**src/dssd_pkg.sv**
```systemverilog
package dssd_pkg;

    // width of the incoming binary value
    localparam int unsigned NUM_BITS = 32;
    // decimal digits needed for any 32-bit value
    localparam int unsigned BCD_DIGITS = 10;
    localparam int unsigned BCD_W = 4 * BCD_DIGITS;
    // display positions on the output side
    localparam int unsigned OUT_POS = 8;
    localparam int unsigned SEG_W = 7;
    localparam int unsigned CNT_W = $clog2(NUM_BITS);
    localparam int unsigned DCNT_W = 4;

    // segment codes, a=0x40 b=0x10 c=0x02 d=0x01 e=0x04 f=0x20 g=0x08
    localparam logic [SEG_W-1:0] SEG_0 = 7'h77;
    localparam logic [SEG_W-1:0] SEG_1 = 7'h12;
    localparam logic [SEG_W-1:0] SEG_2 = 7'h5D;
    localparam logic [SEG_W-1:0] SEG_3 = 7'h5B;
    localparam logic [SEG_W-1:0] SEG_4 = 7'h3A;
    localparam logic [SEG_W-1:0] SEG_5 = 7'h6B;
    localparam logic [SEG_W-1:0] SEG_6 = 7'h6F;
    localparam logic [SEG_W-1:0] SEG_7 = 7'h52;
    localparam logic [SEG_W-1:0] SEG_8 = 7'h7F;
    localparam logic [SEG_W-1:0] SEG_9 = 7'h7B;
    localparam logic [SEG_W-1:0] SEG_OFF = 7'h00;

    typedef struct packed {
        logic load;
        logic step;
        logic write;
    } t_dp_cmd;

    typedef struct packed {
        logic last_step;
    } t_dp_sts;

    function automatic logic [SEG_W-1:0] seg_of(input logic [3:0] digit);
        logic [SEG_W-1:0] seg;
        case (digit)
            4'd0: seg = SEG_0;
            4'd1: seg = SEG_1;
            4'd2: seg = SEG_2;
            4'd3: seg = SEG_3;
            4'd4: seg = SEG_4;
            4'd5: seg = SEG_5;
            4'd6: seg = SEG_6;
            4'd7: seg = SEG_7;
            4'd8: seg = SEG_8;
            4'd9: seg = SEG_9;
            default: seg = SEG_OFF;
        endcase
        return seg;
    endfunction

endpackage

```
**src/dssd_dp.sv**
```systemverilog
module dssd_dp #(
    parameter int unsigned DIGIT_COUNT = 8
) (
    input  logic                                          i_clk,
    input  logic                                          i_rst_n,
    input  dssd_pkg::t_dp_cmd                             i_cmd,
    output dssd_pkg::t_dp_sts                             o_sts,
    input  logic [dssd_pkg::NUM_BITS-1:0]                 i_number,
    input  logic                                          i_cfg_we,
    input  logic [dssd_pkg::OUT_POS-1:0]                  i_cfg_data,
    output logic [dssd_pkg::OUT_POS-1:0][7:0]             o_pos,
    output logic [dssd_pkg::DCNT_W-1:0]                   o_digits_written
);

    logic [dssd_pkg::NUM_BITS-1:0] r_bin;
    logic [dssd_pkg::BCD_W-1:0]    r_bcd;
    logic [dssd_pkg::BCD_W-1:0]    w_adj;
    logic [dssd_pkg::CNT_W-1:0]    r_cnt;
    logic [dssd_pkg::OUT_POS-1:0]  r_marker;
    logic [dssd_pkg::DCNT_W-1:0]   w_count;

    logic [dssd_pkg::SEG_W-1:0] r_store [DIGIT_COUNT];
    logic [dssd_pkg::SEG_W-1:0] n_store [DIGIT_COUNT];
    logic [dssd_pkg::SEG_W-1:0] w_show  [dssd_pkg::OUT_POS];

    logic [dssd_pkg::OUT_POS-1:0][7:0] r_pos;
    logic [dssd_pkg::DCNT_W-1:0]       r_dw;

    // add 3 to every bcd digit of 5 or more before the shift
    always_comb begin
        for (int d = 0; d < dssd_pkg::BCD_DIGITS; d++) begin
            if (r_bcd[4*d +: 4] >= 4'd5) begin
                w_adj[4*d +: 4] = r_bcd[4*d +: 4] + 4'd3;
            end else begin
                w_adj[4*d +: 4] = r_bcd[4*d +: 4];
            end
        end
    end

    // digits up to the most significant nonzero one, at least one,
    // capped at the number of store positions
    always_comb begin
        w_count = 4'd1;
        for (int d = 0; d < dssd_pkg::BCD_DIGITS; d++) begin
            if (r_bcd[4*d +: 4] != 4'd0) begin
                if (d < int'(DIGIT_COUNT)) begin
                    w_count = dssd_pkg::DCNT_W'(d + 1);
                end else begin
                    w_count = dssd_pkg::DCNT_W'(DIGIT_COUNT);
                end
            end
        end
    end

    always_comb begin
        for (int d = 0; d < DIGIT_COUNT; d++) begin
            n_store[d] = r_store[d];
            if (i_cmd.write && (dssd_pkg::DCNT_W'(d) < w_count)) begin
                n_store[d] = dssd_pkg::seg_of(r_bcd[4*d +: 4]);
            end
        end
    end

    // positions without a store entry show no segments
    for (genvar p = 0; p < dssd_pkg::OUT_POS; p++) begin : g_show
        if (p < DIGIT_COUNT) begin : g_on
            assign w_show[p] = n_store[p];
        end else begin : g_off
            assign w_show[p] = dssd_pkg::SEG_OFF;
        end
    end

    always_ff @(posedge i_clk) begin
        if (!i_rst_n) begin
            r_marker <= '0;
            r_cnt    <= '0;
            for (int d = 0; d < DIGIT_COUNT; d++) begin
                r_store[d] <= '0;
            end
        end else begin
            if (i_cfg_we) begin
                r_marker <= i_cfg_data;
            end
            if (i_cmd.load) begin
                r_cnt <= '0;
            end else if (i_cmd.step) begin
                r_cnt <= r_cnt + 1'b1;
            end
            for (int d = 0; d < DIGIT_COUNT; d++) begin
                r_store[d] <= n_store[d];
            end
        end
    end

    always_ff @(posedge i_clk) begin
        if (i_cmd.load) begin
            r_bin <= i_number;
            r_bcd <= '0;
        end else if (i_cmd.step) begin
            r_bcd <= {w_adj[dssd_pkg::BCD_W-2:0], r_bin[dssd_pkg::NUM_BITS-1]};
            r_bin <= {r_bin[dssd_pkg::NUM_BITS-2:0], 1'b0};
        end
        if (i_cmd.write) begin
            for (int p = 0; p < dssd_pkg::OUT_POS; p++) begin
                r_pos[p] <= {r_marker[p], w_show[p]};
            end
            r_dw <= w_count;
        end
    end

    assign o_sts.last_step  = (r_cnt == dssd_pkg::CNT_W'(dssd_pkg::NUM_BITS - 1));
    assign o_pos            = r_pos;
    assign o_digits_written = r_dw;

endmodule

```
**src/dssd_ctrl.sv**
```systemverilog
module dssd_ctrl (
    input  logic              i_clk,
    input  logic              i_rst_n,
    input  logic              i_in_valid,
    output logic              o_in_stall,
    output logic              o_out_valid,
    input  logic              i_out_stall,
    output dssd_pkg::t_dp_cmd o_cmd,
    input  dssd_pkg::t_dp_sts i_sts
);

    localparam logic [1:0] S_IDLE  = 2'd0;
    localparam logic [1:0] S_CONV  = 2'd1;
    localparam logic [1:0] S_WRITE = 2'd2;

    logic [1:0] r_state;
    logic [1:0] n_state;
    logic       r_out_valid;
    logic       n_out_valid;
    logic       w_accept;
    logic       w_out_free;

    assign w_accept   = (r_state == S_IDLE) && i_in_valid;
    assign w_out_free = !r_out_valid || !i_out_stall;

    always_comb begin
        n_state = r_state;
        o_cmd   = '0;
        case (r_state)
            S_IDLE: begin
                if (i_in_valid) begin
                    o_cmd.load = 1'b1;
                    n_state    = S_CONV;
                end
            end
            S_CONV: begin
                o_cmd.step = 1'b1;
                if (i_sts.last_step) begin
                    n_state = S_WRITE;
                end
            end
            S_WRITE: begin
                if (w_out_free) begin
                    o_cmd.write = 1'b1;
                    n_state     = S_IDLE;
                end
            end
            default: begin
                n_state = S_IDLE;
            end
        endcase
    end

    always_comb begin
        n_out_valid = r_out_valid && i_out_stall;
        if (o_cmd.write) begin
            n_out_valid = 1'b1;
        end
    end

    always_ff @(posedge i_clk) begin
        if (!i_rst_n) begin
            r_state     <= S_IDLE;
            r_out_valid <= 1'b0;
        end else begin
            r_state     <= n_state;
            r_out_valid <= n_out_valid;
        end
    end

    assign o_in_stall  = (r_state != S_IDLE);
    assign o_out_valid = r_out_valid;

    a_accept_starts: assert property (@(posedge i_clk) disable iff (!i_rst_n)
        w_accept |=> (r_state == S_CONV))
        else $error("accepted item did not start conversion");

    a_no_overwrite: assert property (@(posedge i_clk) disable iff (!i_rst_n)
        o_cmd.write |-> !(r_out_valid && i_out_stall))
        else $error("result written over a stalled transfer");

    a_conv_ends: assert property (@(posedge i_clk) disable iff (!i_rst_n)
        (r_state == S_CONV && i_sts.last_step) |=> (r_state == S_WRITE))
        else $error("conversion did not end after last step");

    a_valid_from_write: assert property (@(posedge i_clk) disable iff (!i_rst_n)
        $rose(r_out_valid) |-> ($past(r_state) == S_WRITE))
        else $error("result valid without a write");

endmodule

```
**src/decimal_seven_segment_display_writer.sv**
```systemverilog
// per item: load in idle, 32 shift-add-3 steps of the bcd converter, then the
//   store write that sets the result valid, held off while an older result stalls
// the bit-serial bcd conversion loop sets the rate: a new item is taken only
//   after the previous one has been written
// the input is stalled while an item is converting or waiting for its write; a
//   finished result waits in the output register while the next item converts
// reset (synchronous, active low) clears segment store, marker register and control
module decimal_seven_segment_display_writer #(
    parameter int unsigned DIGIT_COUNT = 8
) (
    input  logic        i_clk,
    input  logic        i_rst_n,
    // configuration: marker bits, one per position
    input  logic        i_cfg_we,
    input  logic [7:0]  i_cfg_data,
    // input channel
    input  logic        i_in_valid,
    output logic        o_in_stall,
    input  logic [31:0] i_number,
    // output channel
    output logic        o_out_valid,
    input  logic        i_out_stall,
    output logic [7:0]  o_pos0_segments,
    output logic [7:0]  o_pos1_segments,
    output logic [7:0]  o_pos2_segments,
    output logic [7:0]  o_pos3_segments,
    output logic [7:0]  o_pos4_segments,
    output logic [7:0]  o_pos5_segments,
    output logic [7:0]  o_pos6_segments,
    output logic [7:0]  o_pos7_segments,
    output logic [3:0]  o_digits_written
);

    // command and status between sequencer and datapath
    dssd_pkg::t_dp_cmd w_cmd;
    dssd_pkg::t_dp_sts w_sts;

    // registered display image, position 0 is the units digit
    logic [dssd_pkg::OUT_POS-1:0][7:0] w_pos;

    // sequencer: idle, convert for 32 steps, then write store and result
    dssd_ctrl u_ctrl (
        .i_clk       (i_clk),
        .i_rst_n     (i_rst_n),
        .i_in_valid  (i_in_valid),
        .o_in_stall  (o_in_stall),
        .o_out_valid (o_out_valid),
        .i_out_stall (i_out_stall),
        .o_cmd       (w_cmd),
        .i_sts       (w_sts)
    );

    // datapath: double-dabble converter, digit count, segment store, marker
    // register and the output register
    dssd_dp #(
        .DIGIT_COUNT (DIGIT_COUNT)
    ) u_dp (
        .i_clk            (i_clk),
        .i_rst_n          (i_rst_n),
        .i_cmd            (w_cmd),
        .o_sts            (w_sts),
        .i_number         (i_number),
        .i_cfg_we         (i_cfg_we),
        .i_cfg_data       (i_cfg_data),
        .o_pos            (w_pos),
        .o_digits_written (o_digits_written)
    );

    // bit 7 of each byte is the marker, bits 6..0 the segments
    assign o_pos0_segments = w_pos[0];
    assign o_pos1_segments = w_pos[1];
    assign o_pos2_segments = w_pos[2];
    assign o_pos3_segments = w_pos[3];
    assign o_pos4_segments = w_pos[4];
    assign o_pos5_segments = w_pos[5];
    assign o_pos6_segments = w_pos[6];
    assign o_pos7_segments = w_pos[7];

endmodule

```
**config.mk**
```make
export PLATFORM = sky130hd
export DESIGN_NAME = decimal_seven_segment_display_writer
export DESIGN_NICKNAME = d
export VERILOG_FILES = /design/src/dssd_pkg.sv /design/src/dssd_dp.sv /design/src/dssd_ctrl.sv /design/src/decimal_seven_segment_display_writer.sv
export SDC_FILE = /design/constraint.sdc
export NUM_CORES = 1
export LEC_CHECK = 0
export ABC_AREA = 1
export BUFFER_PORTS_ARGS = -buffer_cell sky130_fd_sc_hd__buf_4
export CORE_AREA = 2 2 150 211
export DETAILED_ROUTE_END_ITERATION = 8
export DIE_AREA = 0 0 152 213
export PLACE_DENSITY = 0.55
export SYNTH_ARGS = -nofsm -noshare
export SYNTH_HDL_FRONTEND = slang
export SYNTH_HIERARCHICAL = 1
export SYNTH_SLANG_ARGS = --single-unit
```
**constraint.sdc**
```tcl
create_clock -name i_clk -period 9.28 [get_ports i_clk]
set_input_delay 2.32 -clock i_clk [delete_from_list [all_inputs] [get_ports i_clk]]
set_output_delay 2.32 -clock i_clk [all_outputs]
set_load 0.03 [all_outputs]
```
==> results.sh <==
export IMPL_cts_buffers=26
export IMPL_crit_arrival_ns=5.19
export IMPL_synth_nets=1538
export IMPL_rsz0062_at_grt="no"
export IMPL_cp_required_ns=9.58
export IMPL_grtUsageTotal=0.1408
export IMPL_wl_per_cell_um=11.67
export IMPL_crit_chain="buf_4 -> nand2_1 -> inv_1 -> nor2_4 -> buf_4 -> nand2_1 -> nand2_2 -> nand2_1 -> nand2_1 -> inv_1"
export IMPL_insertion_delay_ns=0.54
export IMPL_top_layer="met4"
export IMPL_nNetsFinal=1653
export IMPL_final_util=0.4627
export IMPL_crit_path_frequent_cell="nand2_1"
export IMPL_dieWidth_um=152
export IMPL_period_share=0.5261
export IMPL_num_vias=8771
export IMPL_setup_ws_ns=4.398
export IMPL_cts_tree="done"
export IMPL_min_delay_start="u_dp/r_marker[4]$_SDFFE_PN0P_"
export IMPL_grt_pass1_wl_um=38780
export IMPL_cellLeakagePower_nw=7.068
export IMPL_synth_top_cell_by_area="dfxtp_1"
export IMPL_path_class="in2reg"
export IMPL_cp_buffers_inverters=4
export IMPL_port_buffers=114
export IMPL_finalHoldViolCount=0
export IMPL_r2r_end="u_dp/o_pos[33]$_DFFE_PP_"
export IMPL_yosys_register_bits=268
export IMPL_regArea_um2=6366
export IMPL_yosysWarnings=6
export IMPL_r2r_worst_path_cells=10
export IMPL_post_cts_resize_count=0
export IMPL_yosysSeqAreaShare=0.5282
export IMPL_multi_input_area_um2=4593
export IMPL_synth_top_cell_area_share=0.2791
export IMPL_htreeDepth=1
export IMPL_setup_viol=0
export IMPL_dr_wl_met3_um=903
export IMPL_finClkSkew_ns=0.01691
export IMPL_place_ws_ns=3.711
export IMPL_async_reset_ff_frac=0
export IMPL_r2r_setup_slack_ns=5.82
export IMPL_synth_area_per_cell_um2=8.487
export IMPL_avgViaCountPerCell=4.510
export IMPL_tns_ns=0
export IMPL_ctsHoldBuffers=0
export IMPL_tightest_slew_ns=1.064
export IMPL_dpl_cell_count=1897
export IMPL_core_um2=30520
export IMPL_critPathMaxFanout=49
export IMPL_final_common_cell="nand2_1"
export IMPL_cpPeakStageDelay_ns=0.83
export IMPL_clock_path_buffers=3
export IMPL_dieArea_um2=32380
export IMPL_cts_sink_count=268
export IMPL_holdPathEnd="u_dp/o_pos[39]$_DFFE_PP_"
export IMPL_period_needed_ns=4.882
export IMPL_critPathSlowestCell="nor2_4"
export IMPL_area_growth_pct=17.19
export IMPL_clk_pin_slew_worst_paths_ns=0.06
export IMPL_wl_met2_um=10820
export IMPL_synth_area_leaders="dfxtp_1 28%, edfxtp_1 25%, nand2_1 12%"
export IMPL_io_pins=115
export IMPL_post_cts_setup_buffers=0
export IMPL_gp_congestion=0.8009
export IMPL_drv_cap=0
export IMPL_synth_cell_types=45
export IMPL_r2r_start="u_ctrl/r_state[1]$_SDFFE_PN0P_"
export IMPL_hpwl_um=15510
export IMPL_fill_cells=3014
export IMPL_row_count=76
export IMPL_antenna_left=0
export IMPL_critical_path_top_delay_family="simple AND/OR/NAND/NOR gates"
export IMPL_fin_cells=1945
export IMPL_synthFlopType="dfxtp_1"
export IMPL_diodes=0
export IMPL_slew_headroom=0.2887
export IMPL_min_path_type="reg2reg"
export IMPL_drive_gt1_frac=0.1408
export IMPL_initial_utilization=0.3948
export IMPL_endpoint_kind="flip-flop"
export IMPL_grt_start_max_net_pins=58
export IMPL_drt_iter0_drc=338
export IMPL_antenna_found_initial=0
export IMPL_pwr_density_cell_nw_per_um2=182.7
export IMPL_slew_violations=0
export IMPL_wl_um=22700
export IMPL_fmax_ghz=0.2048
export IMPL_first_global_vias=8379
export IMPL_status="completed"
export IMPL_syn_inst=1420
export IMPL_wl_met1_um=10480
export IMPL_ir_worst_vdd_v=0.0001101
export IMPL_grt_ovfl_total=0
export IMPL_cts_root_buf="clkbuf_16"
export IMPL_syn_area_um2=12050
export IMPL_whs_path_depth=0
export IMPL_cp_start_kind="input pin"
export IMPL_mostFrequentLayoutCells="399 x nand2_1, 229 x inv_1, 168 x dfxtp_1, 122 x nor2_1, 119 x buf_4"
export IMPL_synth_edf_count=100
export IMPL_die_h_um=213
export IMPL_post_route_drc_count=0
export IMPL_drtPass1Iterations=5
## kinds of logic (layout without fill, tap and decap cells)
kind of cell | after synthesis | after routing | synth area share
AND/OR/NAND/NOR | 634 | 634 | 0.2215
XOR/XNOR | 2 | 2 | 0.001454
adder cells (fa/ha/maj) | 73 | 73 | 0.07579
AO/OA/AOI/OAI | 163 | 163 | 0.08181
buffers and inverters | 280 | 415 | 0.09126
flip-flops | 268 | 268 | 0.5282
## worst max-delay path by stage
stage / from / end / slack (ns) / cells after the start
CTS: i_out_stall / u_dp/o_pos[33]$_DFFE_PP_ / 4.27 / 10
finish: i_out_stall / u_dp/o_pos[33]$_DFFE_PP_ / 4.40 / 10
detailed placement: i_out_stall / u_dp/o_pos[33]$_DFFE_PP_ / 3.71 / 10
global route: i_out_stall / u_dp/o_pos[41]$_DFFE_PP_ / 4.03 / 8
global placement: i_out_stall / u_dp/o_pos[34]$_DFFE_PP_ / 3.74 / 10
floorplan: i_out_stall / u_dp/o_pos[28]$_DFFE_PP_ / 2.45 / 10
## Yosys cell counts (all sizes together), types with 2 or more instances
cell	number
nand2	410
inv	246
dfxtp	168
nor2	129
o21ai	111
edfxtp	100
ha	73
nand3	67
buf	22
a21oi	20
o22ai	12
or2	11
clkbuf	10
nand3b	9
a32oi	7
o211ai	6
nor3	4
nand4	3
a32o	2
clkinv	2
xor2	2
## power breakdown
part	total (mW)	switching [mW]	internal, mW
registers	1.30	0.0211	1.28
clock network	1.04	0.431	0.611
logic	0.234	0.156	0.0780
total	2.58	0.608	1.97
## area by class of cell
class                           count  area share
Sequential cell                   268      0.4507
Multi-Input combinational cell    872      0.3252
Inverter                          248     0.06627
Timing Repair Buffer              119     0.06325
Clock buffer                       44     0.05661
Tap cell                          390     0.03455
Clock inverter                      4    0.003366
## routing by layer
metal,global-route usage,up-vias
met5,0,-
li1,-,4680
met4,0.05156,0
met2,0.2523,135
met3,0.02273,35
met1,0.1708,3921
## per-stage QoR
step,cell area (um^2),hold WS [ns],total power [mW]
after floorplan,12050,0.4029,1.500
after global placement,13280,0.4048,1.564
after detailed placement,13280,0.4111,1.566
after CTS,14120,0.4221,2.623
after global routing,14120,0.4295,2.706
final,14120,0.4208,2.580
## worst reg2reg max path: stages, from the launching register on
cell and delay, ns:
dfxtp_1 0.40, inv_2 0.06, nor2_2 0.10, inv_1 0.08, nor2_4 0.81, buf_4 0.69
nand2_1 0.58, nand2_2 0.32, nand2_1 0.08, nand2_1 0.08, inv_1 0.04
Power figures use the tool's default switching activity.
